[config.mk]
export PLATFORM = sky130hd
export DESIGN_NAME = tile_bin_layout_solver_core
export DESIGN_NICKNAME = d
export VERILOG_FILES = /design/src/hw/rtl/tbls_pkg.sv /design/src/hw/rtl/tile_bin_layout_solver_core.sv
export SDC_FILE = /design/constraint.sdc
export NUM_CORES = 2
export LEC_CHECK = 0
export ABC_AREA = 1
export BUFFER_PORTS_ARGS = -buffer_cell sky130_fd_sc_hd__clkbuf_2
export CAP_MARGIN = 10
export CORE_MARGIN = 1
export CORE_UTILIZATION = 45
export DETAILED_ROUTE_END_ITERATION = 10
export PLACE_DENSITY_LB_ADDON = 0.1
export SKIP_CTS_REPAIR_TIMING = 1
export SYNTH_ARGS = -nofsm -noshare
export SYNTH_HDL_FRONTEND = slang
export SYNTH_SLANG_ARGS = --single-unit
[constraint.sdc]
create_clock -name aclk -period 10 [get_ports aclk]
set_clock_uncertainty 0.15 [all_clocks]
set_input_delay 0.5 -clock aclk [delete_from_list [all_inputs] [get_ports aclk]]
set_output_delay 0.5 -clock aclk [all_outputs]
set_load 0.005 [all_outputs]
[src/hw/rtl/tbls_pkg.sv]
// Package for the tile bin layout solver: field widths, register indexes,
// sequencer states and fixed limits. Used by tile_bin_layout_solver_core.
`default_nettype none

package tbls_pkg;

    localparam int GMEM_ALIGN_LOG2    = 12;
    localparam int MAX_TILES_PER_PIPE = 32;
    localparam int BIN_MIN_TILES      = 2;

    // Shared divider: numerator, denominator and quotient width.
    localparam int DIV_W = 25;
    localparam int CNT_W = 5;

    localparam int IN_W       = 88;
    localparam int OUT_W      = 120;
    localparam int CFG_ADDR_W = 3;
    localparam int CFG_DATA_W = 13;

    typedef enum logic [CFG_ADDR_W-1:0] {
        CFG_TILE_HEIGHT_ALIGN = 3'd0,
        CFG_TILE_MAX_WIDTH    = 3'd1,
        CFG_TILE_MAX_HEIGHT   = 3'd2,
        CFG_MAX_PIPES         = 3'd3,
        CFG_FORCE_BINNING     = 3'd4,
        CFG_DISABLE_BINNING   = 3'd5
    } cfg_reg_t;

    typedef enum logic [4:0] {
        ST_IDLE,
        ST_MUL1,
        ST_MUL2,
        ST_ALIGN,
        ST_MAXW,
        ST_MAXH,
        ST_WMUL,
        ST_HDIV,
        ST_HALIGN,
        ST_HCHK,
        ST_NX,
        ST_NY,
        ST_Q,
        ST_H2,
        ST_NMUL,
        ST_CMP,
        ST_WNEXT,
        ST_FORCE_W,
        ST_FTW,
        ST_FORCE_H,
        ST_FTH,
        ST_PINIT,
        ST_PMUL,
        ST_PCHK,
        ST_PCW,
        ST_PCH,
        ST_BMUL1,
        ST_BMUL2,
        ST_BIN,
        ST_DIV
    } state_t;

endpackage

`default_nettype wire

[src/hw/rtl/tile_bin_layout_solver_core.sv]
// Tile bin layout solver: sequencer around one shared multiplier and one
// shared restoring divider. Depends on tbls_pkg.
//
//  channel | dir | handshake                 | payload
//  --------+-----+---------------------------+------------------------------
//  s_      | in  | s_tvalid / s_tready       | s_tdata, 88 bits
//  m_      | out | m_tvalid / m_tready       | m_tdata, 120 bits
//  cfg_    | in  | cfg_valid / cfg_ready     | cfg_addr, cfg_data
//
// Every division runs on the shared divider at one quotient bit per cycle.
// s_tready is high only while the sequencer is idle; the result register lets
// the next item start while a result waits. Reset is synchronous; it sets the
// configuration registers to their reset values, clears m_tvalid and returns
// the sequencer to idle.
`default_nettype none

module tile_bin_layout_solver_core (
    input  wire logic                              aclk,
    input  wire logic                              aresetn,
    input  wire logic                              s_tvalid,
    output logic                                   s_tready,
    // fb_width, fb_height, fb_layer_count, view_count, tile_mem_pixels,
    // tile_width_align, min_bytes_per_pixel
    input  wire logic [tbls_pkg::IN_W-1:0]         s_tdata,
    output logic                                   m_tvalid,
    input  wire logic                              m_tready,
    // tiling_possible, tile_width, tile_height, tiles_across, tiles_down,
    // pipe_tiles_across, pipe_tiles_down, pipes_across, pipes_down,
    // binning_possible, binning_used, zero fill
    output logic [tbls_pkg::OUT_W-1:0]             m_tdata,
    input  wire logic                              cfg_valid,
    output logic                                   cfg_ready,
    input  wire logic [tbls_pkg::CFG_ADDR_W-1:0]   cfg_addr,
    input  wire logic [tbls_pkg::CFG_DATA_W-1:0]   cfg_data
);
    import tbls_pkg::*;

    state_t state_reg, state_next, ret_reg, ret_next;

    logic [8:0]  tha_reg;
    logic [12:0] tmw_reg, tmh_reg;
    logic [5:0]  maxp_reg;
    logic        force_reg, disable_reg;

    logic [14:0] fw_reg, fh_reg;
    logic [11:0] layers_reg;
    logic [23:0] pix_reg;
    logic [8:0]  aw_reg;
    logic [6:0]  cpp_reg;
    logic [20:0] ah_reg;

    logic [DIV_W-1:0] quo_reg, rem_reg, den_reg, num_reg;
    logic [CNT_W-1:0] cnt_reg;
    logic [32:0]      mul_p_reg;

    logic [12:0] maxw_reg, maxh_reg;
    logic [13:0] w_reg;
    logic [21:0] h_reg;
    logic [14:0] nx_reg, ny_reg;
    logic        possible_reg;
    logic [12:0] tw_reg;
    logic [21:0] th_reg;
    logic [14:0] cw_reg, ch_reg;
    logic [29:0] best_reg;
    logic [21:0] bdiff_reg;
    logic [14:0] pw_reg, ph_reg, pcw_reg, pch_reg;
    logic        binok_reg;
    logic        m_valid_reg;
    logic [OUT_W-1:0] m_data_reg;

    logic [DIV_W-1:0] quo_next, rem_next, den_next, num_next;
    logic [CNT_W-1:0] cnt_next;
    logic [12:0] maxw_next, maxh_next;
    logic [13:0] w_next;
    logic [21:0] h_next;
    logic [14:0] nx_next, ny_next;
    logic        possible_next;
    logic [12:0] tw_next;
    logic [21:0] th_next;
    logic [14:0] cw_next, ch_next;
    logic [29:0] best_next;
    logic [21:0] bdiff_next;
    logic [14:0] pw_next, ph_next, pcw_next, pch_next;
    logic        binok_next;
    logic [20:0] ah_next;
    logic        m_valid_next;
    logic [OUT_W-1:0] m_data_next;

    // Shared units
    logic [17:0]      mul_a;
    logic [14:0]      mul_b;
    logic             div_go;
    logic [DIV_W-1:0] div_num, div_den;
    logic [DIV_W:0]   trial;
    logic             trial_ge;
    logic [DIV_W:0]   rup;

    // Item decode
    logic [14:0] in_fw, in_fh;
    logic [11:0] in_lay, in_layers;
    logic [5:0]  in_views;
    logic [8:0]  in_aw, ah0;
    logic [5:0]  limit;
    logic [3:0]  lz;
    logic [24:0] stride;
    logic [21:0] h_floor;
    logic [21:0] cur_diff;
    logic        take_best;
    logic        force_w_go, force_h_go, out_free, in_accept;
    logic [12:0] half_tw;
    logic [21:0] half_th;
    logic        bin_used;

    assign in_fw    = (s_tdata[14:0] == 15'd0) ? 15'd1 : s_tdata[14:0];
    assign in_fh    = (s_tdata[29:15] == 15'd0) ? 15'd1 : s_tdata[29:15];
    assign in_lay   = s_tdata[41:30];
    assign in_views = s_tdata[47:42];
    assign in_aw    = (s_tdata[80:72] == 9'd0) ? 9'd1 : s_tdata[80:72];
    always_comb begin
        in_layers = (in_lay > {6'd0, in_views}) ? in_lay : {6'd0, in_views};
        if (in_layers == 12'd0) begin
            in_layers = 12'd1;
        end
    end

    assign ah0   = (tha_reg == 9'd0) ? 9'd1 : tha_reg;
    assign limit = (maxp_reg == 6'd0) ? 6'd1 : maxp_reg;

    assign s_tready  = (state_reg == ST_IDLE);
    assign in_accept = s_tvalid && s_tready;
    assign cfg_ready = 1'b1;
    assign m_tvalid  = m_valid_reg;
    assign m_tdata   = m_data_reg;
    assign out_free  = !m_valid_reg || m_tready;

    // Divider step: one quotient bit per cycle.
    assign trial    = {rem_reg, quo_reg[DIV_W-1]};
    assign trial_ge = (trial >= {1'b0, den_reg});
    // Numerator rounded up to a multiple of the denominator.
    assign rup = {1'b0, num_reg} +
                 ((rem_reg != '0) ? ({1'b0, den_reg} - {1'b0, rem_reg}) : '0);
    assign h_floor = num_reg[21:0] - rem_reg[21:0];

    assign stride = mul_p_reg[24:0];
    always_comb begin
        lz = 4'd0;
        for (int i = GMEM_ALIGN_LOG2 - 1; i >= 0; i--) begin
            if (stride[i]) begin
                lz = 4'(i);
            end
        end
    end

    assign cur_diff  = ({8'd0, w_reg} > h_reg) ? ({8'd0, w_reg} - h_reg)
                                               : (h_reg - {8'd0, w_reg});
    assign take_best = !possible_reg || (mul_p_reg[29:0] < best_reg) ||
                       ((mul_p_reg[29:0] == best_reg) && (cur_diff < bdiff_reg));

    assign force_w_go = force_reg && possible_reg && (cw_reg == 15'd1) &&
                        (tw_reg != {4'd0, aw_reg});
    assign force_h_go = force_reg && possible_reg && (ch_reg == 15'd1) &&
                        (th_reg != {1'b0, ah_reg});
    assign half_tw = 13'(({1'b0, tw_reg} + 14'd1) >> 1);
    assign half_th = 22'(({1'b0, th_reg} + 23'd1) >> 1);
    assign bin_used = binok_reg && (force_reg ||
                      (mul_p_reg > 33'(BIN_MIN_TILES))) && !disable_reg;

    // Next state
    always_comb begin
        state_next = state_reg;
        ret_next   = ret_reg;
        unique case (state_reg)
            ST_IDLE:    if (s_tvalid) state_next = ST_MUL1;
            ST_MUL1:    state_next = ST_MUL2;
            ST_MUL2:    state_next = ST_ALIGN;
            ST_ALIGN: begin
                if (pix_reg == 24'd0) begin
                    state_next = ST_PINIT;
                end else begin
                    state_next = ST_DIV;
                    ret_next   = ST_MAXW;
                end
            end
            ST_MAXW: begin
                state_next = ST_DIV;
                ret_next   = ST_MAXH;
            end
            ST_MAXH: begin
                state_next = ({4'd0, aw_reg} > maxw_reg) ? ST_FORCE_W : ST_WMUL;
            end
            ST_WMUL:    state_next = ST_HDIV;
            ST_HDIV: begin
                state_next = ST_DIV;
                ret_next   = ST_HALIGN;
            end
            ST_HALIGN: begin
                state_next = ST_DIV;
                ret_next   = ST_HCHK;
            end
            ST_HCHK: begin
                if (h_floor == 22'd0) begin
                    state_next = ST_WNEXT;
                end else begin
                    state_next = ST_DIV;
                    ret_next   = ST_NX;
                end
            end
            ST_NX: begin
                state_next = ST_DIV;
                ret_next   = ST_NY;
            end
            ST_NY: begin
                state_next = ST_DIV;
                ret_next   = ST_Q;
            end
            ST_Q: begin
                state_next = ST_DIV;
                ret_next   = ST_H2;
            end
            ST_H2:      state_next = ST_NMUL;
            ST_NMUL:    state_next = ST_CMP;
            ST_CMP:     state_next = ST_WNEXT;
            ST_WNEXT: begin
                state_next = ((w_reg + {5'd0, aw_reg}) > {1'b0, maxw_reg}) ?
                             ST_FORCE_W : ST_WMUL;
            end
            ST_FORCE_W: begin
                if (force_w_go) begin
                    state_next = ST_DIV;
                    ret_next   = ST_FTW;
                end else begin
                    state_next = ST_FORCE_H;
                end
            end
            ST_FTW:     state_next = ST_FORCE_H;
            ST_FORCE_H: begin
                if (force_h_go) begin
                    state_next = ST_DIV;
                    ret_next   = ST_FTH;
                end else begin
                    state_next = ST_PINIT;
                end
            end
            ST_FTH:     state_next = ST_PINIT;
            ST_PINIT:   state_next = ST_PMUL;
            ST_PMUL:    state_next = ST_PCHK;
            ST_PCHK: begin
                if (mul_p_reg > {27'd0, limit}) begin
                    state_next = ST_DIV;
                    ret_next   = (pw_reg < ph_reg) ? ST_PCW : ST_PCH;
                end else begin
                    state_next = ST_BMUL1;
                end
            end
            ST_PCW:     state_next = ST_PMUL;
            ST_PCH:     state_next = ST_PMUL;
            ST_BMUL1:   state_next = ST_BMUL2;
            ST_BMUL2:   state_next = ST_BIN;
            ST_BIN:     if (out_free) state_next = ST_IDLE;
            ST_DIV:     if (cnt_reg == '0) state_next = ret_reg;
            default:    state_next = ST_IDLE;
        endcase
    end

    // Operand selection for the shared units
    always_comb begin
        mul_a   = '0;
        mul_b   = '0;
        div_go  = 1'b0;
        div_num = '0;
        div_den = '0;
        unique case (state_reg)
            ST_MUL1: begin
                mul_a = {9'd0, ah0};
                mul_b = {6'd0, aw_reg};
            end
            ST_MUL2: begin
                mul_a = mul_p_reg[17:0];
                mul_b = {8'd0, cpp_reg};
            end
            ST_ALIGN: begin
                div_go  = 1'b1;
                div_num = {10'd0, fw_reg};
                div_den = {16'd0, aw_reg};
            end
            ST_MAXW: begin
                div_go  = 1'b1;
                div_num = {10'd0, fh_reg};
                div_den = {4'd0, ah_reg};
            end
            ST_WMUL: begin
                mul_a = {4'd0, w_reg};
                mul_b = {3'd0, layers_reg};
            end
            ST_HDIV: begin
                div_go  = 1'b1;
                div_num = {1'b0, pix_reg};
                div_den = mul_p_reg[DIV_W-1:0];
            end
            ST_HALIGN: begin
                div_go  = 1'b1;
                div_num = (quo_reg > {12'd0, maxh_reg}) ? {12'd0, maxh_reg} : quo_reg;
                div_den = {4'd0, ah_reg};
            end
            ST_HCHK: begin
                div_go  = 1'b1;
                div_num = {10'd0, fw_reg} + {11'd0, w_reg} - 25'd1;
                div_den = {11'd0, w_reg};
            end
            ST_NX: begin
                div_go  = 1'b1;
                div_num = {10'd0, fh_reg} + {3'd0, h_reg} - 25'd1;
                div_den = {3'd0, h_reg};
            end
            ST_NY: begin
                div_go  = 1'b1;
                div_num = {10'd0, fh_reg} + quo_reg - 25'd1;
                div_den = quo_reg;
            end
            ST_Q: begin
                div_go  = 1'b1;
                div_num = quo_reg;
                div_den = {4'd0, ah_reg};
            end
            ST_NMUL, ST_PMUL: begin
                mul_a = (state_reg == ST_NMUL) ? {3'd0, nx_reg} : {3'd0, pcw_reg};
                mul_b = (state_reg == ST_NMUL) ? ny_reg : pch_reg;
            end
            ST_FORCE_W: begin
                div_go  = force_w_go;
                div_num = {12'd0, half_tw};
                div_den = {16'd0, aw_reg};
            end
            ST_FORCE_H: begin
                div_go  = force_h_go;
                div_num = {3'd0, half_th};
                div_den = {4'd0, ah_reg};
            end
            ST_PCHK: begin
                div_go = (mul_p_reg > {27'd0, limit});
                if (pw_reg < ph_reg) begin
                    div_num = {10'd0, cw_reg} + {10'd0, pw_reg};
                    div_den = {10'd0, pw_reg} + 25'd1;
                end else begin
                    div_num = {10'd0, ch_reg} + {10'd0, ph_reg};
                    div_den = {10'd0, ph_reg} + 25'd1;
                end
            end
            ST_BMUL1: begin
                mul_a = {3'd0, pw_reg};
                mul_b = ph_reg;
            end
            ST_BMUL2: begin
                mul_a = {3'd0, cw_reg};
                mul_b = ch_reg;
            end
            default: begin
                mul_a = '0;
            end
        endcase
    end

    // Datapath register updates
    always_comb begin
        quo_next      = quo_reg;
        rem_next      = rem_reg;
        den_next      = den_reg;
        num_next      = num_reg;
        cnt_next      = cnt_reg;
        maxw_next     = maxw_reg;
        maxh_next     = maxh_reg;
        w_next        = w_reg;
        h_next        = h_reg;
        nx_next       = nx_reg;
        ny_next       = ny_reg;
        possible_next = possible_reg;
        tw_next       = tw_reg;
        th_next       = th_reg;
        cw_next       = cw_reg;
        ch_next       = ch_reg;
        best_next     = best_reg;
        bdiff_next    = bdiff_reg;
        pw_next       = pw_reg;
        ph_next       = ph_reg;
        pcw_next      = pcw_reg;
        pch_next      = pch_reg;
        binok_next    = binok_reg;
        ah_next       = ah_reg;
        m_valid_next  = m_valid_reg && !m_tready;
        m_data_next   = m_data_reg;

        if (state_reg == ST_DIV) begin
            rem_next = trial_ge ? DIV_W'(trial - {1'b0, den_reg}) : trial[DIV_W-1:0];
            quo_next = {quo_reg[DIV_W-2:0], trial_ge};
            cnt_next = cnt_reg - CNT_W'(1);
        end
        if (div_go) begin
            quo_next = div_num;
            num_next = div_num;
            den_next = div_den;
            rem_next = '0;
            cnt_next = CNT_W'(DIV_W - 1);
        end

        case (state_reg)
            ST_IDLE: begin
                possible_next = 1'b0;
                tw_next       = 13'hFFF;
                th_next       = 22'hFFF;
                cw_next       = 15'd1;
                ch_next       = 15'd1;
            end
            ST_ALIGN: begin
                ah_next = {12'd0, ah0};
                // Widen the height alignment so the layer stride is 4 KiB aligned.
                if ((layers_reg > 12'd1) && (stride[GMEM_ALIGN_LOG2-1:0] != '0)) begin
                    ah_next = {12'd0, ah0} << (4'(GMEM_ALIGN_LOG2) - lz);
                end
            end
            ST_MAXW: maxw_next = (rup > {13'd0, tmw_reg}) ? tmw_reg : rup[12:0];
            ST_MAXH: begin
                maxh_next = (rup > {13'd0, tmh_reg}) ? tmh_reg : rup[12:0];
                w_next    = {5'd0, aw_reg};
            end
            ST_HALIGN: h_next = div_num[21:0];
            ST_HCHK:   h_next = h_floor;
            ST_NX:     nx_next = quo_reg[14:0];
            ST_NY:     ny_next = quo_reg[14:0];
            ST_H2:     h_next = rup[21:0];
            ST_CMP: begin
                if (take_best) begin
                    possible_next = 1'b1;
                    tw_next       = w_reg[12:0];
                    th_next       = h_reg;
                    cw_next       = nx_reg;
                    ch_next       = ny_reg;
                    best_next     = mul_p_reg[29:0];
                    bdiff_next    = cur_diff;
                end
            end
            ST_WNEXT:  w_next = w_reg + {5'd0, aw_reg};
            ST_FTW: begin
                tw_next = rup[12:0];
                cw_next = 15'd2;
            end
            ST_FTH: begin
                th_next = rup[21:0];
                ch_next = 15'd2;
            end
            ST_PINIT: begin
                pcw_next = cw_reg;
                pch_next = ch_reg;
                pw_next  = 15'd1;
                ph_next  = 15'd1;
            end
            ST_PCHK: begin
                if (mul_p_reg > {27'd0, limit}) begin
                    if (pw_reg < ph_reg) begin
                        pw_next = pw_reg + 15'd1;
                    end else begin
                        ph_next = ph_reg + 15'd1;
                    end
                end
            end
            ST_PCW:   pcw_next = quo_reg[14:0];
            ST_PCH:   pch_next = quo_reg[14:0];
            ST_BMUL2: binok_next = (mul_p_reg <= 33'(MAX_TILES_PER_PIPE));
            ST_BIN: begin
                if (out_free) begin
                    m_valid_next = 1'b1;
                    m_data_next  = {3'd0, bin_used, binok_reg, pch_reg, pcw_reg,
                                    ph_reg, pw_reg, ch_reg, cw_reg, th_reg[11:0],
                                    tw_reg[11:0], possible_reg};
                end
            end
            default: begin
                m_data_next = m_data_next;
            end
        endcase
    end

    always_ff @(posedge aclk) begin
        if (!aresetn) begin
            state_reg   <= ST_IDLE;
            ret_reg     <= ST_IDLE;
            m_valid_reg <= 1'b0;
            tha_reg     <= 9'd16;
            tmw_reg     <= 13'd1024;
            tmh_reg     <= 13'd1008;
            maxp_reg    <= 6'd32;
            force_reg   <= 1'b0;
            disable_reg <= 1'b0;
        end else begin
            state_reg   <= state_next;
            ret_reg     <= ret_next;
            m_valid_reg <= m_valid_next;
            if (cfg_valid && cfg_ready) begin
                unique case (cfg_reg_t'(cfg_addr))
                    CFG_TILE_HEIGHT_ALIGN: tha_reg     <= cfg_data[8:0];
                    CFG_TILE_MAX_WIDTH:    tmw_reg     <= cfg_data;
                    CFG_TILE_MAX_HEIGHT:   tmh_reg     <= cfg_data;
                    CFG_MAX_PIPES:         maxp_reg    <= cfg_data[5:0];
                    CFG_FORCE_BINNING:     force_reg   <= cfg_data[0];
                    CFG_DISABLE_BINNING:   disable_reg <= cfg_data[0];
                    default:               tha_reg     <= tha_reg;
                endcase
            end
        end
    end

    always_ff @(posedge aclk) begin
        if (in_accept) begin
            fw_reg     <= in_fw;
            fh_reg     <= in_fh;
            layers_reg <= in_layers;
            pix_reg    <= s_tdata[71:48];
            aw_reg     <= in_aw;
            cpp_reg    <= s_tdata[87:81];
        end
        mul_p_reg    <= {15'd0, mul_a} * {18'd0, mul_b};
        quo_reg      <= quo_next;
        rem_reg      <= rem_next;
        den_reg      <= den_next;
        num_reg      <= num_next;
        cnt_reg      <= cnt_next;
        maxw_reg     <= maxw_next;
        maxh_reg     <= maxh_next;
        w_reg        <= w_next;
        h_reg        <= h_next;
        nx_reg       <= nx_next;
        ny_reg       <= ny_next;
        possible_reg <= possible_next;
        tw_reg       <= tw_next;
        th_reg       <= th_next;
        cw_reg       <= cw_next;
        ch_reg       <= ch_next;
        best_reg     <= best_next;
        bdiff_reg    <= bdiff_next;
        pw_reg       <= pw_next;
        ph_reg       <= ph_next;
        pcw_reg      <= pcw_next;
        pch_reg      <= pch_next;
        binok_reg    <= binok_next;
        ah_reg       <= ah_next;
        m_data_reg   <= m_data_next;
    end

`ifndef ASSERT_OFF
    // Once an item is taken, the solver is busy for at least the next cycle.
    a_busy_after_accept: assert property (@(posedge aclk) disable iff (!aresetn)
        (s_tvalid && s_tready) |=> !s_tready)
        else $error("input taken again right after a transfer");

    // The shared divider never runs with a zero denominator.
    a_div_den_nonzero: assert property (@(posedge aclk) disable iff (!aresetn)
        (state_reg == ST_DIV) |-> (den_reg != '0))
        else $error("divider started with a zero denominator");

    // An impossible layout is reported with all-ones tile sizes.
    a_impossible_size: assert property (@(posedge aclk) disable iff (!aresetn)
        (m_valid_reg && !m_data_reg[0]) |-> (m_data_reg[24:1] == 24'hFFFFFF))
        else $error("impossible layout with a real tile size");

    // The tiles-across and pipe-tiles-across counts are never zero.
    a_counts_nonzero: assert property (@(posedge aclk) disable iff (!aresetn)
        m_valid_reg |-> (m_data_reg[39:25] != 15'd0 && m_data_reg[69:55] != 15'd0))
        else $error("zero tile or pipe count in a result");
`endif

endmodule

`default_nettype wire

Word level (Yosys, flattened, before mapping)
Index checks and enable logic that the tools add are counted.

cells by class
  $add $sub $neg = 23
  multiply operators = 1
  divide/modulo/power cells = 0
  $lt $le $gt $ge = 15
  eq/ne operators = 50
  shifts and indexed selects = 1
  mux-type cells = 73
  bitwise logic cells = 0
  reduce and logical (&&, ||, !) cells = 63

operators with widths
  cell                                                                               number
  25-bit one-hot mux with 11 select lines                                            1
  25-bit one-hot mux with 7 select lines                                             1
  22-bit one-hot mux with 3 select lines                                             2
  15-bit 2-to-1 mux                                                                  8
  15-bit one-hot mux with 2 select lines                                             4
  5-bit one-hot mux with 23 select lines                                             1
  18-bit one-hot mux with 6 select lines                                             1
  25-bit 2-to-1 mux                                                                  4
  15-bit one-hot mux with 3 select lines                                             2
  15-bit one-hot mux with 6 select lines                                             1
  5-bit == test (second input constant)                                              14
  4-bit 2-to-1 mux                                                                   16
  5-bit one-hot mux with 11 select lines                                             1
  26-bit by 13-bit greater-than comparator with 1-bit output                         2
  5-bit 2-to-1 mux                                                                   10
  22-bit 2-to-1 mux                                                                  2
  5-bit by 4-bit == test with 1-bit output (second input constant)                   8
  13-bit 2-to-1 mux                                                                  3
  13-bit one-hot mux with 3 select lines                                             1
  33-bit by 2-bit greater-than comparator with 1-bit output (second input constant)  1
  33-bit by 6-bit greater-than comparator with 1-bit output                          1
  33-bit by 6-bit <= comparator with 1-bit output (second input constant)            1
  18-bit by 15-bit multiplier with 33-bit output                                     1
  15-bit by 1-bit adder with 16-bit output (second input constant)                   2
  other kinds (75)                                                                   138

storage, ports and cells
  register bits after elaboration = 683
  latch bits = 0
  RAM bits = 0
  memory bits (read-only) = 0
  bits of input ports = 109
  output and inout bits = 123
  word-level logic and storage cells = 268
  memories = 0

Depth between registers and ports, before layout
  depth in word-level cells = 15
  mapped depth = 36
  gate-level depth less buffers = 35

Worst setup path after synthesis
OpenSTA, ideal clock, no wires.

  kind = reg2reg
  from = register state_reg[3]
  to = register m_data_reg[0] (netlist: m_tdata[0]) (enable)
  arrival time = 6496 ps
  path slack = 2722 ps
  cell stages (with the launch flop) = 7
  path through = dfxtp_1 nand2_1 inv_2 nand2_1 nor2_1 inv_1 a21oi_1

on the way
  cells in the longest elaborated chain, start to end = 2

RTL lines
  item                                  RTL line                            text
  from (decl)                           tile_bin_layout_solver_core.sv:38   state_t state_reg, state_next, ret_reg, ret_next;
  from (signal assigned)                tile_bin_layout_solver_core.sv:494  state_reg <= state_next;
  5-bit == test                         tile_bin_layout_solver_core.sv:405  case (state_reg)
  2-bit AND reduction (no source line)  -
  to (signal assigned)                  tile_bin_layout_solver_core.sv:545  m_data_reg <= m_data_next;
  to (decl)                             tile_bin_layout_solver_core.sv:69   logic [OUT_W-1:0] m_data_reg;

No other way between the ends.
A chain may end at the register's enable or synchronous reset.

Worst setup path in the final report
  from = register state_reg[4]
  to = register mul_p_reg[19]

on the way
  cells in the longest elaborated chain, start to end = 4

RTL lines
  item                                                                                              RTL line                                                                                                    text
  5-bit by 4-bit == test with 1-bit output or 5-bit == test (tied branches)                         tile_bin_layout_solver_core.sv:272, tile_bin_layout_solver_core.sv:326, tile_bin_layout_solver_core.sv:327
  15-bit 2-to-1 mux (tied with other cells)                                                         tile_bin_layout_solver_core.sv:326                                                                          mul_a = (state_reg == ST_NMUL) ? {3'd0, nx_reg} : {3'd0, pcw_reg};
  18-bit one-hot mux with 6 select lines or 15-bit one-hot mux with 6 select lines (tied branches)  tile_bin_layout_solver_core.sv:272                                                                          unique case (state_reg)
  18-bit by 15-bit multiplier with 33-bit output *                                                  tile_bin_layout_solver_core.sv:520                                                                          mul_p_reg <= {15'd0, mul_a} * {18'd0, mul_b};
  to (signal assigned)                                                                              tile_bin_layout_solver_core.sv:520
  to (decl)                                                                                         tile_bin_layout_solver_core.sv:54                                                                           logic [32:0] mul_p_reg;

Mark *: on every way between the ends. The rest lies on a longest branch, timed or not.

==> results.tsv <==
stage	metric	value	unit
outcome	status	finished with violations	
outcome	failing checks	negative hold slack	
routing	initial drt markers	6668	
yosys	Unique masters post-synth	76	
cts	CTS tree	yes	
yosys	Synth Flop Type	edfxtp_1	
cts	Max H-tree Level	3	
global_route	vias in the first global route	48800	
global_route	first-pass GRT wire length	352000	um
yosys	Seq/Total Area, Yosys	34.5	%
place	# port buffers	227	
die	CORE AREA	124000	sq um
cts	root buffer cell	clkbuf_16	
routing	DR vias/cell	5.89	
sta	Final Hold Fails	4	
finish	fraction of layout cells with a size suffix above 1	7.84	%
global_route	initial antenna violation count	24	
setup_path	Critical-path top delay cell	fa_1	
yosys	area leader, netlist	edfxtp_1	
sta	Hold Slack	-0.0250	ns
cts	CTS Sinks	683	
sta	RSZ-0062 raised after global routing	no	
finish	nets	8166	
die	Site Rows	129	
cts	clock tree buffer depth	3	
sta	max_slew headroom	6.79	%
routing	ANT nets after route	0	
yosys	yosys warns	0	
global_route	grt total ovfl	0	
routing	residual DRC count	0	
global_route	largest net degree at the start of global routing	80	
die	die width	355	um
sta	Max Freq	0.111	GHz
routing	routed wire length per instance	27.9	um
yosys	Synth top area share	30.3	%
routing	DR vias	53100	
sta	Tightest Pin Transition	1.39	ns
place	DP HPWL	205000	um
setup_path	CP Class	register to register	
yosys	syn_area_per_cell	8.03	sq um
place	placer congestion estimate	1.04	
yosys	largest cells by area after synthesis	edfxtp_1, ha_1, nand2_1	
sta	Setup TNS	0	ns
die	Vert. Die Dim	355	um
finish	Area Growth Syn to Fin	12.4	%
sta	endpoints failing setup	0	
setup_path	critical path endpoint category	register	
cts	Clock Latency Late Sink	0.73	ns
cts	cts bufs inserted	81	
setup_path	critical path's largest stage delay	0.55	ns
yosys	flops & latches, synth	683	
setup_path	Worst setup SP type	register	
flow_run	MaxCap Viol Count	0	
cts	Clock Pin Slew Worst Setup and Hold Paths	0.07	ns
yosys	number of synthesized flops with an enable pin	566	
sta	minimum clock period	8.98	ns
die	IO Count	232	
sta	max-slew violation count	0	
die	die area	126000	sq um
routing	DR pass1 iterations	8	
die	Initial Util	45.4	%
yosys	Netlist Area Pre-Place	56100	sq um
finish	Largest register FFs	117	
sta	fin crit share	89.8	%
setup_path	critical path arrival	9.42	ns
setup_path	crit path max fanout	20	
global_route	Global Route Usage Sum	39.1	%
yosys	Mapped Cells	6986	
yosys	post-synthesis async set-or-reset flop share	0	%
setup_path	most used cell, CP	inv_1	
setup_path	Worst Path Required	10.44	ns
min_path	Hold Crit Class	input pin to register	
routing	final wirelength	251000	um
[path summary, 6_finish.rpt]
path	slack, ns	cells after the start	to	start
worst max-delay path	1.02	33	mul_p_reg[19]	state_reg[4]
worst min register to register	0.33	2	ret_reg[3]	ret_reg[3]
worst min-delay path	-0.02	3	tmh_reg[6]	cfg_data[6]
worst max register to register	1.02	33	mul_p_reg[19]	state_reg[4]
[cells in the final DEF, fill, tap and decap left out, drive strengths merged, types with 78 or more instances in the layout]
| cell | count |
|---|---|
| ha | 525 |
| dfxtp | 117 |
| o22ai | 93 |
| nand3 | 266 |
| a21oi | 495 |
| buf | 106 |
| o21ai | 448 |
| fa | 218 |
| nand2 | 1493 |
| nand4 | 113 |
| inv | 1263 |
| edfxtp | 566 |
| o211ai | 78 |
| nor3 | 100 |
| dlygate4sd3 | 82 |
| xor2 | 101 |
| clkbuf | 328 |
| nor2 | 476 |
[per-layer routing]
layer	track usage [%]	wire length, um	up-vias
met2	57.1	105000	2876
li1	-	-	24000
met3	9.21	27200	522
met4	17.0	12600	24
met1	54.9	106000	25700
met5	0	233	-
[synth_stat cells, types with 11 or more instances]
master / instances
nand2_1: 1489
inv_1: 1226
edfxtp_1: 566
ha_1: 525
a21oi_1: 492
nor2_1: 460
o21ai_0: 416
nand3_1: 262
fa_1: 218
dfxtp_1: 117
nand4_1: 113
clkbuf_1: 112
xor2_1: 100
nor3_1: 98
o22ai_1: 93
o211ai_1: 77
nor4_1: 64
buf_2: 60
xnor2_1: 53
a21o_1: 31
o21ai_1: 28
or2_2: 28
inv_2: 27
o2111ai_1: 26
a31oi_1: 25
a221oi_1: 23
o21bai_1: 22
a22oi_1: 21
nand3b_1: 20
o221ai_1: 20
a211oi_1: 12
o21a_1: 12
buf_4: 11
nor2_2: 11
[cells by family after synthesis]
kind of cell    Yosys count  synth area share [%]
simple gates           2582                  19.5
buf+inv                1458                  10.0
compound gates         1363                  14.1
fa+ha+maj               743                  19.5
flops                   683                  34.5
xor+xnor                154                  2.42
other cells               2                0.0134
mux                       1                0.0178
[area by class of cell]
type,instances,area [sq um]
clock inverters,49,654
repair buffers,415,2750
well taps,1637,2050
diodes,4,10.0
fillers,12100,60600
multi-input cells,4871,31300
flip-flops and latches,683,19300
clock buffers,101,2190
inverters,1262,4740
[worst max-delay path: cells and delay by family (launching register included)]
kind,cells,cell delay (ns)
buf+inv,12,1.99
xor+xnor,1,0.16
flops,1,0.50
fa+ha+maj,7,3.47
compound gates,9,1.95
simple gates,4,0.63
[stage by stage]
step	util (%)	area, sq um	std cells	worst slack (ns)
after floorplan	-	56200	7012	2.72
after detailed placement	48.0	59400	8785	1.29
after global placement	48.0	59400	8785	1.41
after global routing	51.0	63100	9018	0.510
after CTS	50.3	62200	8935	1.17
final	51.0	63100	9022	1.02
Power is not shown: default switching activity piles up to over one toggle a cycle in this logic, so the estimate is an artifact.
